==> src/hw/rtl/swq_pkg.sv <==
// ---------------------------------------------------------------------------
// swq_pkg
// Shared types and constants for the semaphore wait queue engine: field
// widths, operation codes, memory entry layout and the sequencer states.
// ---------------------------------------------------------------------------
package swq_pkg;

  // field widths fixed by the transaction format
  localparam int ACT_W    = 3;
  localparam int SEM_W    = 4;
  localparam int THREAD_W = 5;
  localparam int VAL_W    = 16;

  // default sizes
  localparam int NUM_SEMAPHORES_DEF = 16;
  localparam int MAX_THREADS_DEF    = 32;

  // operation codes
  localparam logic [ACT_W-1:0] ACT_INIT    = 3'd0;
  localparam logic [ACT_W-1:0] ACT_WAIT    = 3'd1;
  localparam logic [ACT_W-1:0] ACT_BWAIT   = 3'd2;
  localparam logic [ACT_W-1:0] ACT_SIGNAL  = 3'd3;
  localparam logic [ACT_W-1:0] ACT_BSIGNAL = 3'd4;

  // special semaphore values
  localparam logic [VAL_W-1:0] VAL_MAX       = 16'h7FFF;
  localparam logic [VAL_W-1:0] VAL_MINUS_ONE = 16'hFFFF;
  localparam logic [VAL_W-1:0] VAL_ZERO      = 16'h0000;

  // one semaphore memory entry
  typedef struct packed {
    logic [VAL_W-1:0]    value;
    logic [THREAD_W-1:0] head;
    logic [THREAD_W-1:0] tail;
  } sem_entry_t;

  localparam int SEM_ENTRY_W = $bits(sem_entry_t);

  // state writes produced by one operation
  typedef struct packed {
    logic                sem_we;
    sem_entry_t          sem_wdata;
    logic                ne_we;
    logic                ne_val;
    logic                link_we;
    logic [THREAD_W-1:0] link_waddr;
    logic [THREAD_W-1:0] link_wdata;
    logic                blk_set;
    logic                blk_clr;
    logic [THREAD_W-1:0] blk_id;
  } upd_t;

  // result transaction
  typedef struct packed {
    logic                caller_blocked;
    logic                woken_valid;
    logic [THREAD_W-1:0] woken_thread;
    logic [VAL_W-1:0]    value_after;
  } res_t;

  // operation sequencer
  typedef enum logic [1:0] {
    ST_IDLE,
    ST_LINK,
    ST_EXEC
  } state_t;

endpackage

==> src/hw/rtl/swq_ram.sv <==
// ---------------------------------------------------------------------------
// swq_ram
// Generic single write port, single read port RAM with registered read data
// and a read enable that holds the last read word.
// ---------------------------------------------------------------------------
module swq_ram #(
  parameter int WIDTH = 8,
  parameter int DEPTH = 16,
  parameter int AW    = (DEPTH > 1) ? $clog2(DEPTH) : 1
) (
  input  logic             clk,
  input  logic             we,
  input  logic [AW-1:0]    waddr,
  input  logic [WIDTH-1:0] wdata,
  input  logic             re,
  input  logic [AW-1:0]    raddr,
  output logic [WIDTH-1:0] rdata
);

  logic [WIDTH-1:0] mem [DEPTH];
  logic [WIDTH-1:0] rdata_r;

  // write port
  always_ff @(posedge clk) begin
    if (we) begin
      mem[waddr] <= wdata;
    end
  end

  // registered read port
  always_ff @(posedge clk) begin
    if (re) begin
      rdata_r <= mem[raddr];
    end
  end

  assign rdata = rdata_r;

endmodule

==> src/hw/rtl/swq_update.sv <==
// ---------------------------------------------------------------------------
// swq_update
// Modify step of the read-modify-write: from the semaphore entry, the queue
// state and the head's link it forms the memory writes and the result.
// ---------------------------------------------------------------------------
module swq_update
  import swq_pkg::*;
(
  input  logic [ACT_W-1:0]    action,
  input  logic [THREAD_W-1:0] caller,
  input  logic [VAL_W-1:0]    init_value,
  input  logic                sem_ok,
  input  logic                caller_ok,
  input  logic                caller_blk,
  input  sem_entry_t          cur,
  input  logic                nonempty,
  input  logic [THREAD_W-1:0] head_link,
  output upd_t                upd,
  output res_t                res
);

  logic [VAL_W-1:0]    v;
  logic [THREAD_W-1:0] head_n;
  logic [THREAD_W-1:0] tail_n;

  // operation decode and state update
  always_comb begin
    v      = cur.value;
    head_n = cur.head;
    tail_n = cur.tail;
    upd    = '0;
    res    = '0;
    case (action)
      ACT_INIT: begin
        v          = init_value;
        upd.ne_we  = 1'b1;
        upd.ne_val = 1'b0;
      end
      ACT_WAIT, ACT_BWAIT: begin
        if (caller_ok && !caller_blk) begin
          if (v[VAL_W-1]) begin
            // append caller at the tail
            res.caller_blocked = 1'b1;
            upd.blk_set        = 1'b1;
            upd.blk_id         = caller;
            if (nonempty) begin
              upd.link_we    = 1'b1;
              upd.link_waddr = cur.tail;
              upd.link_wdata = caller;
            end else begin
              head_n     = caller;
              upd.ne_we  = 1'b1;
              upd.ne_val = 1'b1;
            end
            tail_n = caller;
          end else if (action == ACT_WAIT) begin
            v = v - 1'b1;
          end
          if (action == ACT_BWAIT) begin
            v = VAL_MINUS_ONE;
          end
        end
      end
      ACT_SIGNAL, ACT_BSIGNAL: begin
        if (nonempty) begin
          // release the head
          res.woken_valid  = 1'b1;
          res.woken_thread = cur.head;
          upd.blk_clr      = 1'b1;
          upd.blk_id       = cur.head;
          if (cur.head == cur.tail) begin
            upd.ne_we  = 1'b1;
            upd.ne_val = 1'b0;
          end else begin
            head_n = head_link;
          end
          if (action == ACT_BSIGNAL) begin
            v = VAL_MINUS_ONE;
          end
        end else if (action == ACT_BSIGNAL) begin
          v = VAL_ZERO;
        end else if (v != VAL_MAX) begin
          v = v + 1'b1;
        end
      end
      default: begin
      end
    endcase

    upd.sem_we          = 1'b1;
    upd.sem_wdata.value = v;
    upd.sem_wdata.head  = head_n;
    upd.sem_wdata.tail  = tail_n;
    res.value_after     = v;

    // out-of-range semaphore: no effect, all-zero result
    if (!sem_ok) begin
      upd = '0;
      res = '0;
    end
  end

endmodule

==> src/hw/rtl/semaphore_wait_queue_engine.sv <==
// ---------------------------------------------------------------------------
// semaphore_wait_queue_engine
// Sequence: semaphore memory read on acceptance, then link memory read in
// ST_LINK, then execute and write back in ST_EXEC, where a stalled output
// can hold it; a new operation is accepted only in ST_IDLE.
// The output register lets the next operation be accepted while a result waits.
// Reset clears sequencer, value-valid, queue-nonempty and blocked flags; no
// clearing pass is needed.
// ---------------------------------------------------------------------------
module semaphore_wait_queue_engine
  import swq_pkg::*;
#(
  parameter int NUM_SEMAPHORES = NUM_SEMAPHORES_DEF,
  parameter int MAX_THREADS    = MAX_THREADS_DEF
) (
  input  logic                    clk,
  input  logic                    rst_n,
  input  logic                    in_valid,
  output logic                    in_stall,
  input  logic [ACT_W-1:0]        in_action,
  input  logic [SEM_W-1:0]        in_sem_index,
  input  logic [THREAD_W-1:0]     in_caller_thread,
  input  logic signed [VAL_W-1:0] in_init_value,
  output logic                    out_valid,
  input  logic                    out_stall,
  output logic                    out_caller_blocked,
  output logic                    out_woken_valid,
  output logic [THREAD_W-1:0]     out_woken_thread,
  output logic signed [VAL_W-1:0] out_value_after
);

  localparam int SAW = (NUM_SEMAPHORES > 1) ? $clog2(NUM_SEMAPHORES) : 1;
  localparam int TAW = (MAX_THREADS > 1) ? $clog2(MAX_THREADS) : 1;

  state_t state_r, state_nxt;

  // latched transaction
  logic [ACT_W-1:0]    act_r;
  logic [SEM_W-1:0]    sem_r;
  logic [THREAD_W-1:0] thr_r;
  logic [VAL_W-1:0]    ival_r;

  // flag arrays
  logic [NUM_SEMAPHORES-1:0] sem_vld_r, sem_vld_nxt;
  logic [NUM_SEMAPHORES-1:0] ne_r, ne_nxt;
  logic [MAX_THREADS-1:0]    blk_r, blk_nxt;

  // output register
  logic out_valid_r, out_valid_nxt;
  res_t res_r;

  // control
  logic accept;
  logic link_re;
  logic exec_go;

  // address formation
  logic [SAW+SEM_W-1:0]    in_sem_ext, sem_ext;
  logic [SAW-1:0]          in_saddr, saddr;
  logic [TAW+THREAD_W-1:0] thr_ext, head_ext, link_ext, blk_ext;
  logic [TAW-1:0]          taddr, head_addr, link_waddr, blk_addr;

  logic       sem_ok, caller_ok;
  sem_entry_t sem_rd, cur;
  logic [THREAD_W-1:0] link_rd;
  upd_t upd;
  res_t res;

  assign in_sem_ext = {{SAW{1'b0}}, in_sem_index};
  assign in_saddr   = in_sem_ext[SAW-1:0];
  assign sem_ext    = {{SAW{1'b0}}, sem_r};
  assign saddr      = sem_ext[SAW-1:0];
  assign thr_ext    = {{TAW{1'b0}}, thr_r};
  assign taddr      = thr_ext[TAW-1:0];
  assign head_ext   = {{TAW{1'b0}}, sem_rd.head};
  assign head_addr  = head_ext[TAW-1:0];
  assign link_ext   = {{TAW{1'b0}}, upd.link_waddr};
  assign link_waddr = link_ext[TAW-1:0];
  assign blk_ext    = {{TAW{1'b0}}, upd.blk_id};
  assign blk_addr   = blk_ext[TAW-1:0];

  assign sem_ok    = (32'(sem_r) < NUM_SEMAPHORES);
  assign caller_ok = (32'(thr_r) < MAX_THREADS);

  // sequencer next state
  always_comb begin
    state_nxt = state_r;
    case (state_r)
      ST_IDLE: begin
        if (in_valid) begin
          state_nxt = ST_LINK;
        end
      end
      ST_LINK: begin
        state_nxt = ST_EXEC;
      end
      ST_EXEC: begin
        if (!out_valid_r || !out_stall) begin
          state_nxt = ST_IDLE;
        end
      end
      default: begin
        state_nxt = ST_IDLE;
      end
    endcase
  end

  // sequencer outputs
  always_comb begin
    in_stall = 1'b1;
    link_re  = 1'b0;
    exec_go  = 1'b0;
    case (state_r)
      ST_IDLE: begin
        in_stall = 1'b0;
      end
      ST_LINK: begin
        link_re = 1'b1;
      end
      ST_EXEC: begin
        exec_go = !out_valid_r || !out_stall;
      end
      default: begin
      end
    endcase
  end

  assign accept = in_valid && !in_stall;

  always_ff @(posedge clk) begin
    if (!rst_n) begin
      state_r <= ST_IDLE;
    end else begin
      state_r <= state_nxt;
    end
  end

  // transaction capture
  always_ff @(posedge clk) begin
    if (accept) begin
      act_r  <= in_action;
      sem_r  <= in_sem_index;
      thr_r  <= in_caller_thread;
      ival_r <= in_init_value;
    end
  end

  // semaphore memory: value, head, tail
  swq_ram #(
    .WIDTH (SEM_ENTRY_W),
    .DEPTH (NUM_SEMAPHORES),
    .AW    (SAW)
  ) u_sem_ram (
    .clk   (clk),
    .we    (exec_go && upd.sem_we),
    .waddr (saddr),
    .wdata (upd.sem_wdata),
    .re    (accept),
    .raddr (in_saddr),
    .rdata (sem_rd)
  );

  // thread link memory
  swq_ram #(
    .WIDTH (THREAD_W),
    .DEPTH (MAX_THREADS),
    .AW    (TAW)
  ) u_link_ram (
    .clk   (clk),
    .we    (exec_go && upd.link_we),
    .waddr (link_waddr),
    .wdata (upd.link_wdata),
    .re    (link_re),
    .raddr (head_addr),
    .rdata (link_rd)
  );

  // an unwritten semaphore value reads as zero
  always_comb begin
    cur = sem_rd;
    if (!sem_ok || !sem_vld_r[saddr]) begin
      cur.value = VAL_ZERO;
    end
  end

  swq_update u_update (
    .action     (act_r),
    .caller     (thr_r),
    .init_value (ival_r),
    .sem_ok     (sem_ok),
    .caller_ok  (caller_ok),
    .caller_blk (caller_ok && blk_r[taddr]),
    .cur        (cur),
    .nonempty   (sem_ok && ne_r[saddr]),
    .head_link  (link_rd),
    .upd        (upd),
    .res        (res)
  );

  // flag array updates
  always_comb begin
    sem_vld_nxt = sem_vld_r;
    ne_nxt      = ne_r;
    blk_nxt     = blk_r;
    if (exec_go) begin
      if (upd.sem_we) begin
        sem_vld_nxt[saddr] = 1'b1;
      end
      if (upd.ne_we) begin
        ne_nxt[saddr] = upd.ne_val;
      end
      if (upd.blk_set) begin
        blk_nxt[blk_addr] = 1'b1;
      end
      if (upd.blk_clr) begin
        blk_nxt[blk_addr] = 1'b0;
      end
    end
  end

  always_ff @(posedge clk) begin
    if (!rst_n) begin
      sem_vld_r <= '0;
      ne_r      <= '0;
      blk_r     <= '0;
    end else begin
      sem_vld_r <= sem_vld_nxt;
      ne_r      <= ne_nxt;
      blk_r     <= blk_nxt;
    end
  end

  // output register
  always_comb begin
    out_valid_nxt = out_valid_r;
    if (exec_go) begin
      out_valid_nxt = 1'b1;
    end else if (out_valid_r && !out_stall) begin
      out_valid_nxt = 1'b0;
    end
  end

  always_ff @(posedge clk) begin
    if (!rst_n) begin
      out_valid_r <= 1'b0;
    end else begin
      out_valid_r <= out_valid_nxt;
    end
  end

  always_ff @(posedge clk) begin
    if (exec_go) begin
      res_r <= res;
    end
  end

  assign out_valid          = out_valid_r;
  assign out_caller_blocked = res_r.caller_blocked;
  assign out_woken_valid    = res_r.woken_valid;
  assign out_woken_thread   = res_r.woken_thread;
  assign out_value_after    = res_r.value_after;

endmodule

==> config.mk <==
export PLATFORM = sky130hd
export DESIGN_NAME = semaphore_wait_queue_engine
export DESIGN_NICKNAME = d
export VERILOG_FILES = /design/src/hw/rtl/swq_pkg.sv /design/src/hw/rtl/swq_ram.sv /design/src/hw/rtl/swq_update.sv /design/src/hw/rtl/semaphore_wait_queue_engine.sv
export SDC_FILE = /design/constraint.sdc
export NUM_CORES = 1
export LEC_CHECK = 0
export BUFFER_PORTS_ARGS = -buffer_cell sky130_fd_sc_hd__buf_4
export CAP_MARGIN = 5
export CORE_ASPECT_RATIO = 1.2
export CORE_MARGIN = 2
export CORE_UTILIZATION = 40
export CTS_CLUSTER_SIZE = 20
export DETAILED_ROUTE_END_ITERATION = 12
export PLACE_DENSITY_LB_ADDON = 0.1
export SLEW_MARGIN = 20
export SYNTH_ARGS = -nofsm -noshare
export SYNTH_HDL_FRONTEND = slang
export SYNTH_SLANG_ARGS = --single-unit
==> constraint.sdc <==
create_clock -name clk -period 6.32 [get_ports clk]
set_clock_uncertainty 0.1 [all_clocks]
set_input_delay 1.264 -clock clk [delete_from_list [all_inputs] [get_ports clk]]
set_output_delay 1.264 -clock clk [all_outputs]
set_load 0.02 [all_outputs]
==> impl_summary.md, run 1 <==
Route
The highest signal layer in the routed design is met4. The number of detailed-routing iterations run before antenna repair is 5. After detailed routing, the average wire length per cell comes to approximately 29 um.

The final antenna-violating net count is 0. Summed over all nets, wire length on met2 after detailed routing comes to a little under 40000 um. Wire segments on met3 add up to ~3700 um in the final route.

The detailed-route vias per instance is between 5 and 6. The post-detailed-route DRC marker count is 0. The sum of routed wire segments on met1 is around 34000 um. The overall routed net length is between 70000 and 80000 um. The total vias in the final route is around 16k. The number of violations reported at the end of detailed-routing iteration 0 is about 1.4k.

Place
The post-placement cell count is about 2.6k. The number of I/O port buffers is 56. The area of placed instances is between 30000 and 40000 sq um. At the end of routability-driven placement, the weighted congestion stood at roughly 0.91. The post-placement setup slack is around 1.2 ns. The HPWL after detailed placement is just under 50000 um.

Synth
After synthesis, the largest family of logic cells by area is multiplexers. The synthesized netlist devotes less than 1% of its cell area to adder and majority cells. By area the synthesized netlist is led by sky130_fd_sc_hd__edfxtp_1, sky130_fd_sc_hd__mux4_2, sky130_fd_sc_hd__dfxtp_1, sky130_fd_sc_hd__o221a_2, sky130_fd_sc_hd__nor2_1. The number of enable flip-flop cells after synthesis is about 660.

The number of standard cells after synthesis is between 1.5k and 2k. The post-synthesis compound-gate area fraction is 6.44%. In the synthesized netlist the dominant register cell turns out to be sky130_fd_sc_hd__edfxtp_1. The average cell area after synthesis is 18.2 sq um.

The share of synthesized registers carrying an async set or reset is 0%. The post-synthesis instance area is 29700 sq um. The area fraction in and, or, nand and nor cells after synthesis is roughly 5.3%. The number of nets handed over by synthesis was 1664. The synthesized design devotes to its leading area cell type 66.5% of total area. After Yosys synthesis, XOR and XNOR cells account for less than 1% of the synthesized area. Multiplexer cells account for 15.3% of the synthesized area.

The total number of yosys warnings is 0. The synthesized design contains between 700 and 800 register bits. The count of cell types in the netlist is 80. The largest area contributor in the synthesized netlist is sky130_fd_sc_hd__edfxtp_1. The post-synthesis sequential area ratio is a little under three quarters.

Cells and area
In the layout the commonest cells are sky130_fd_sc_hd__edfxtp_1, sky130_fd_sc_hd__mux4_2, sky130_fd_sc_hd__nor2_1. The library cell used most frequently in the layout, excluding fill and tap cells, is sky130_fd_sc_hd__edfxtp_1. Counting the fill cells in the layout gives ~6.3k. The area growth from synthesis to layout is 13.9%.

The final layout contains ~1.7k nets. The post-route netlist has ~28% of its cells at a drive strength greater than 1. The final design utilization is 46.0%. The finished cells cover 33900 sq um. Once layout is complete, the cells apart from fillers number ~2.7k.

Flow run
Across the run, the number of max-cap violations was 0.

CTS
The post-CTS setup-driven buffer insertion count is 0. In this run the deepest clock path goes through 3 buffers. CTS saw 725 sinks. The number of gates given a new drive strength after cts is 0. The number of CTS-inserted buffers is 76. The H-tree was split into 3 levels. After clock tree synthesis, the clock-pin slew on the worst setup and hold paths is 0.06 ns.

The count of hold-fix buffers inserted at cts is 0. The cell sitting at the root of the clock tree is a sky130_fd_sc_hd__clkbuf_16. The TritonCTS clock tree is yes.

The later-pin clock latency in the skew report is 0.64 ns.

STA
Timing would allow up to approximately 190 MHz. On the final layout, the worst hold slack is about 0.36 ns. The hold violation count in the final report is 0. Setup repair after global routing left no endpoint under its margin. In this run the tightest slew margin relative to its limit is 28.9%. The share of the cycle needed by the critical path after routing is slightly above 80%. The post-route worst setup slack is 1.11 ns. The total count of max-transition violations in the final report is 0. The setup TNS after final layout is 0 ns. The worst path needs approximately 5.2 ns of the cycle, external delays included. For the pin with the worst max-slew slack, the measured transition is 1.06 ns.

The setup-violating endpoint count in the final report is 0.

Setup path
The critical path class is flop to flop. The peak fanout along the critical path is 21. The type of destination of the critical path is a flop.

The worst path arrival time is 5.46 ns. The worst setup path is launched from a flop. For the worst setup path, the data required time is approximately 6.6 ns.

Global routing
The total routing usage reported by global routing is slightly above 20%. The initial antenna violation count is 0. The sum of overflow across all layers after global routing is 0. The global-route wire length before repair is around 110000 um. Entering global routing, the biggest net connects slightly below 70 pins. The number of global-route vias before repair is approximately 17k.

Floorplan
The floorplan has ~110 rows. The I/O pin total is 57. Once the floorplan was initialized, standard cells occupied between 40 and 50% of the core. The die extent in y is 303 um. Measured along the x axis, the die boundary spans 253 um.

The die covers about 77000 sq um. The area of the core is 73600 sq um.

Power and ir drop
The leakage power is around 10 nW. The combinational share of power is 5.1%. The analysis attributes to net switching a power of ~2.3 mW. The post-route total power is 10.3 mW. The worst vdd rail ir drop is between 0.2 and 0.25 mV.

In this run switching power makes up between 20 and 25% of total power. The relative contribution of sequential cells to total power is 52.3%. The internal power summed over all cells is around 8 mW.

Of the total power, the clock network draws 42.6%. For this design the ratio of total power to cell area is a little over 300 nW/um^2.

Run status
The run finished with clean final reports.

Min path
The worst min-delay path class is flop to flop.
-- cells by family (layout without fill, tap and decap cells) --
family	after synthesis	in the layout
adder cells (fa/ha/maj)	2	2
buffers and inverters	122	260
XOR/XNOR	9	9
flip-flops	725	725
AO/OA/AOI/OAI	233	233
AND/OR/NAND/NOR	331	331
multiplexers	208	208
other	0	1
-- state kept, by name, indices dropped and copies added (netlist names) --
| register | flops |
|---|---|
| u_sem_ram.mem | 416 |
| u_link_ram.mem | 160 |
| blk_r | 32 |
| u_sem_ram.rdata | 26 |
| ival_r | 16 |
| ne_r | 16 |
| out_value_after | 16 |
| sem_vld_r | 16 |
| out_woken_thread | 5 |
| taddr | 5 |
| u_link_ram.rdata | 5 |
| saddr | 4 |
| act_r | 3 |
| state_r | 2 |
| out_caller_blocked | 1 |
| out_valid | 1 |
| out_woken_valid | 1 |
-- cells in the mapped netlist, types with 9 or more instances --
library cell               instances
sky130_fd_sc_hd__and3_1            9
sky130_fd_sc_hd__o221a_2          52
sky130_fd_sc_hd__buf_1            19
sky130_fd_sc_hd__a21oi_1          29
sky130_fd_sc_hd__o21ai_0          20
sky130_fd_sc_hd__o21a_1           19
sky130_fd_sc_hd__or4_1            12
sky130_fd_sc_hd__nor3_1           16
sky130_fd_sc_hd__a31oi_1          11
sky130_fd_sc_hd__nor2_1          139
sky130_fd_sc_hd__dfxtp_1          67
sky130_fd_sc_hd__mux4_2          193
sky130_fd_sc_hd__nand4_1           9
sky130_fd_sc_hd__and2_1           11
sky130_fd_sc_hd__nor4_1            9
sky130_fd_sc_hd__a21o_1           10
sky130_fd_sc_hd__edfxtp_1        658
sky130_fd_sc_hd__inv_1            14
sky130_fd_sc_hd__clkbuf_1         76
sky130_fd_sc_hd__nand2_1          65
sky130_fd_sc_hd__nand3_1          14
-- final timing paths --
check / start / end / slack [ns] / cells past startpoint
max: saddr[0] / u_sem_ram.mem[2][24] / 1.11 / 11
min: sem_vld_r[2] / sem_vld_r[2] / 0.36 / 1
max reg2reg: saddr[0] / u_sem_ram.mem[2][24] / 1.11 / 11
min reg2reg: sem_vld_r[2] / sem_vld_r[2] / 0.36 / 1
-- layer usage --
metal  vias up  global-route usage, %
met5         -                      0
met2       446                   34.2
met4         0                   5.65
met3       108                   2.86
met1      8631                   29.0
li1       6907                      -
-- worst max-delay path: stages (launching register included) --
cell and delay, ns:
sky130_fd_sc_hd__edfxtp_1 0.73, sky130_fd_sc_hd__mux4_1 0.64, sky130_fd_sc_hd__mux4_2 0.69, sky130_fd_sc_hd__nand2_1 0.22, sky130_fd_sc_hd__ha_1 0.26, sky130_fd_sc_hd__nand3_1 0.21, sky130_fd_sc_hd__a2111oi_0 0.72, sky130_fd_sc_hd__nor3_1 0.10
sky130_fd_sc_hd__or4_1 0.54, sky130_fd_sc_hd__o41ai_1 0.37, sky130_fd_sc_hd__a22oi_1 0.12, sky130_fd_sc_hd__buf_4 0.22
-- final cells by class --
class	count	area, sq um	share of cell area, %
Sequential cell	725	21100	62.3
Tap cell	943	1180	3.48
Timing Repair Buffer	106	800	2.36
Antenna cell	1	2.50	0.00739
Multi-Input combinational cell	783	8300	24.5
Clock buffer	103	2050	6.04
Inverter	15	56.3	0.166
Clock inverter	36	374	1.10
-- power groups by stage --
stage | Clock, mW | Combinational, mW | Sequential, mW
6_report | 4.37 | 0.525 | 5.36
5_1_grt | 4.66 | 0.565 | 5.36
4_1_cts | 4.48 | 0.534 | 5.36
3_5_place_dp | 0 | 0.533 | 5.46
3_3_place_gp | 0 | 0.528 | 5.46
2_1_floorplan | 0 | 0.350 | 5.41
Power figures use the tool's default switching activity.
==> inputs of run 2 (changes only) <==
==> constraint.sdc (replaced) <==
create_clock -name clk -period 5.3 [get_ports clk]
set_clock_uncertainty 0.1 [all_clocks]
set_input_delay 1.06 -clock clk [delete_from_list [all_inputs] [get_ports clk]]
set_output_delay 1.06 -clock clk [all_outputs]
set_load 0.02 [all_outputs]
==> run 2 against run 1 <==
Die area unchanged. Global-route usage shrank 0.12 points. Non-clock buffer count is 8 higher. Wire length hardly changed. Utilization grew 0.21 points.
==> impl_summary.md, run 2 (synthesis results as in run 1) <==
Run status
The flow ran to the end, and the final reports show no timing, DRC or antenna violations.

Global routing
The routing usage on met1 came to 28.1% (-0.83 points). The sum of overflow across all layers after global routing is 0 (unchanged). The pin count of the biggest net entering global routing is 68 (unchanged). The routing usage on met3 is 2.97% (+0.11 points).

The total routing usage reported by global routing is 20.6% (-0.12 points). The layer flagged by global routing as most heavily used is met2. The number of global-route vias before repair came to 16.6k (+0.054%).

The initial antenna violation count is 3 (+3). The fraction of met2 tracks used by global routing was 34.3% (+0.059 points). The global-route wire length before repair was 114000 um (-0.67%).

CTS
The later-pin clock latency in the skew report is 0.65 ns (about the same). The post-CTS setup-driven buffer insertion count is 0 (unchanged). The number of CTS-inserted buffers is 76 (unchanged).

The count of hold-fix buffers inserted at cts is 0 (unchanged). The maximum buffer depth of the clock tree is 3 (unchanged). The number of clock sinks seen by CTS is 725 (unchanged). The clock root buffer master is sky130_fd_sc_hd__clkbuf_16. The TritonCTS clock tree is yes.

The H-tree level count was 3 (unchanged). The clock transition at the registers of the reported paths is 0.06 ns (about the same). The number of gates given a new drive strength after cts came to 0 (unchanged).

STA
The post-route worst setup slack is 0.494 ns (-0.616 ns). The hold violation count in the final report came to 0 (unchanged). The total count of max-transition violations in the final report is 0 (unchanged). The transition time at the pin with the least slew margin was 1.13 ns (+0.0615 ns).

The share of the cycle needed by the critical path after routing was 90.7% (+8.2 points). The maximum achievable frequency came to 208 MHz (+8.4%). Setup repair after global routing left no endpoint under its margin. The shortest period the worst path allows is 4.81 ns (-0.404 ns).

The remaining max-slew budget at the tightest pin came to 24.2% (-4.7 points). The setup-violating endpoint count in the final report is 0 (unchanged). The setup TNS after final layout is 0 ns (unchanged).

Setup path
The data required time of the critical path is 5.55 ns (-1.02 ns). The peak fanout along the critical path is 17 (-19%). The critical path class is flop to flop. The end of the worst register-to-register path is out_value_after[14]. The worst setup slack for register-to-register paths is 0.49 ns (-0.62 ns).

The cell depth of the worst flop-to-flop path was 11 (unchanged). The worst setup path is captured at a flop. The worst setup path is launched from a flop.

The worst register-to-register path begins at saddr[0]. The worst path arrival time is 5.05 ns (-0.41 ns).

Route
The final antenna-violating net count was 0 (unchanged). The detailed-route vias per instance is 5.91 (-0.47%). The number of detailed-routing iterations run before antenna repair is 5 (unchanged). The total vias in the final route was 16.1k (-0.14%). The number of violations reported at the end of detailed-routing iteration 0 was 1450 (+4.4%).

The overall routed net length is 77900 um (about the same). The post-detailed-route DRC marker count is 0 (unchanged). The wire length per cell after detailed routing is 28.6 um (-0.31%).

Cells and area
The filler cell count in the final layout is 6295 (-0.49%). The leading cell type in the layout, fill and taps excluded is sky130_fd_sc_hd__edfxtp_1. In the layout the commonest cells are sky130_fd_sc_hd__edfxtp_1, sky130_fd_sc_hd__mux4_2, sky130_fd_sc_hd__nor2_1.

The layout overhead on the synthesized area is 14.4%. The count of nets after finishing was 1749 (+0.46%). The fraction of layout instances using a drive strength above 1 came to 28.9% (+0.42 points). Counting flops per register, the top entry is u_sem_ram.mem. The number of flip-flops in the largest register is 416 (unchanged). In the final layout, the registers with the most flip-flops are u_sem_ram.mem: 416 flops, u_link_ram.mem: 160 flops, blk_r: 32 flops.

Power and ir drop
The leakage power is 10.4 nW (+0.77%). The worst vdd rail ir drop came to 0.227 mV (+12%). The cell area power density was 363 nW/um^2 (+20%).

Min path
For hold timing, the worst endpoint is sem_vld_r[10]. The cell depth of the worst min-delay path is 1 (unchanged). The worst hold path begins at sem_vld_r[10]. The worst min-delay path class is flop to flop.

Place
The number of I/O port buffers is 56 (unchanged). The post-placement setup slack came to 0.490 ns (-0.676 ns). The estimated wirelength of the detail-placed design is 48100 um (-0.39%).

The last weighted congestion value of the routability-driven placer was 0.902 (-1.5%).

Floorplan
The initial core utilization was 40.4% (unchanged). The total number of placement rows is 109 (unchanged). The die extent in y is 303 um (unchanged). The I/O pin total was 57 (unchanged).

The area of the core came to 73600 sq um (unchanged). The width of the chip was 253 um (unchanged). The area enclosed by the die boundary is 76500 sq um (unchanged).

Flow run
The number of max-capacitance violations reported is 0 (unchanged).
## run 2: cell types whose count changed in the layout (fill, tap and decap cells not counted), sizes merged
cell      before  now
inv           17   18
clkbuf       103   89
clkinvlp       1    3
bufinv         5    7
clkinv        28   38
buf          106  114
## run 2: worst max path at each step
stage                     startpoint                    end  slack [ns]  depth (start not counted)
after floorplan             saddr[0]    out_value_after[14]        0.26                         17
after global placement      saddr[0]   u_sem_ram.mem[4][24]        0.51                         11
after detailed placement    saddr[0]  u_sem_ram.mem[14][24]        0.49                         11
after CTS                   saddr[0]  u_sem_ram.mem[15][24]        0.47                         11
after global routing        saddr[0]    out_value_after[14]        0.19                         11
final                       saddr[0]    out_value_after[14]        0.49                         11
## run 2: metrics by stage
step           util [%]  instance area (sq um)  power [mW]  std cells  hold WS [ns]
2_1_floorplan         -                  29700        6.87       1630         0.332
3_3_place_gp       42.8                  31500        7.14       2580         0.343
3_5_place_dp       42.8                  31500        7.15       2580         0.350
4_1_cts            46.2                  34000        12.5       2720         0.363
5_1_grt            46.2                  34000        12.7       2720         0.379
6_report           46.2                  34000        12.3       2721         0.365
## run 2: final cells by class
type | count | area [sq um] | share of cell area (%)
Sequential cell | 725 | 21100 | 62.0
Multi-Input combinational cell | 783 | 8300 | 24.4
Clock buffer | 89 | 1950 | 5.74
Tap cell | 943 | 1180 | 3.47
Timing Repair Buffer | 114 | 885 | 2.60
Clock inverter | 51 | 537 | 1.58
Inverter | 15 | 56.3 | 0.166
Antenna cell | 1 | 2.50 | 0.00736
## run 2: critical path: stages, from the launching register on
cell	delay, ns
sky130_fd_sc_hd__edfxtp_1	0.73
sky130_fd_sc_hd__mux4_1	0.61
sky130_fd_sc_hd__mux4_2	0.50
sky130_fd_sc_hd__nand2_1	0.15
sky130_fd_sc_hd__ha_1	0.26
sky130_fd_sc_hd__nand3_1	0.21
sky130_fd_sc_hd__a2111oi_0	0.64
sky130_fd_sc_hd__nor3_1	0.12
sky130_fd_sc_hd__or4_1	0.52
sky130_fd_sc_hd__o41ai_1	0.33
sky130_fd_sc_hd__a22oi_1	0.11
sky130_fd_sc_hd__buf_4	0.22
## run 2: report_power, final
group	internal, mW	switching, mW	leakage (nW)
Clock	3.02	2.30	1.20
Sequential	6.31	0.0810	6.21
Combinational	0.235	0.396	3.01
Total	9.57	2.77	10.4
## run 2: per-layer routing
metal | vias up | share of wire, %
met4 | 0 | 2.5
met2 | 476 | 49
met3 | 115 | 4.7
met1 | 8547 | 44
li1 | 6931 | -
met5 | - | 0
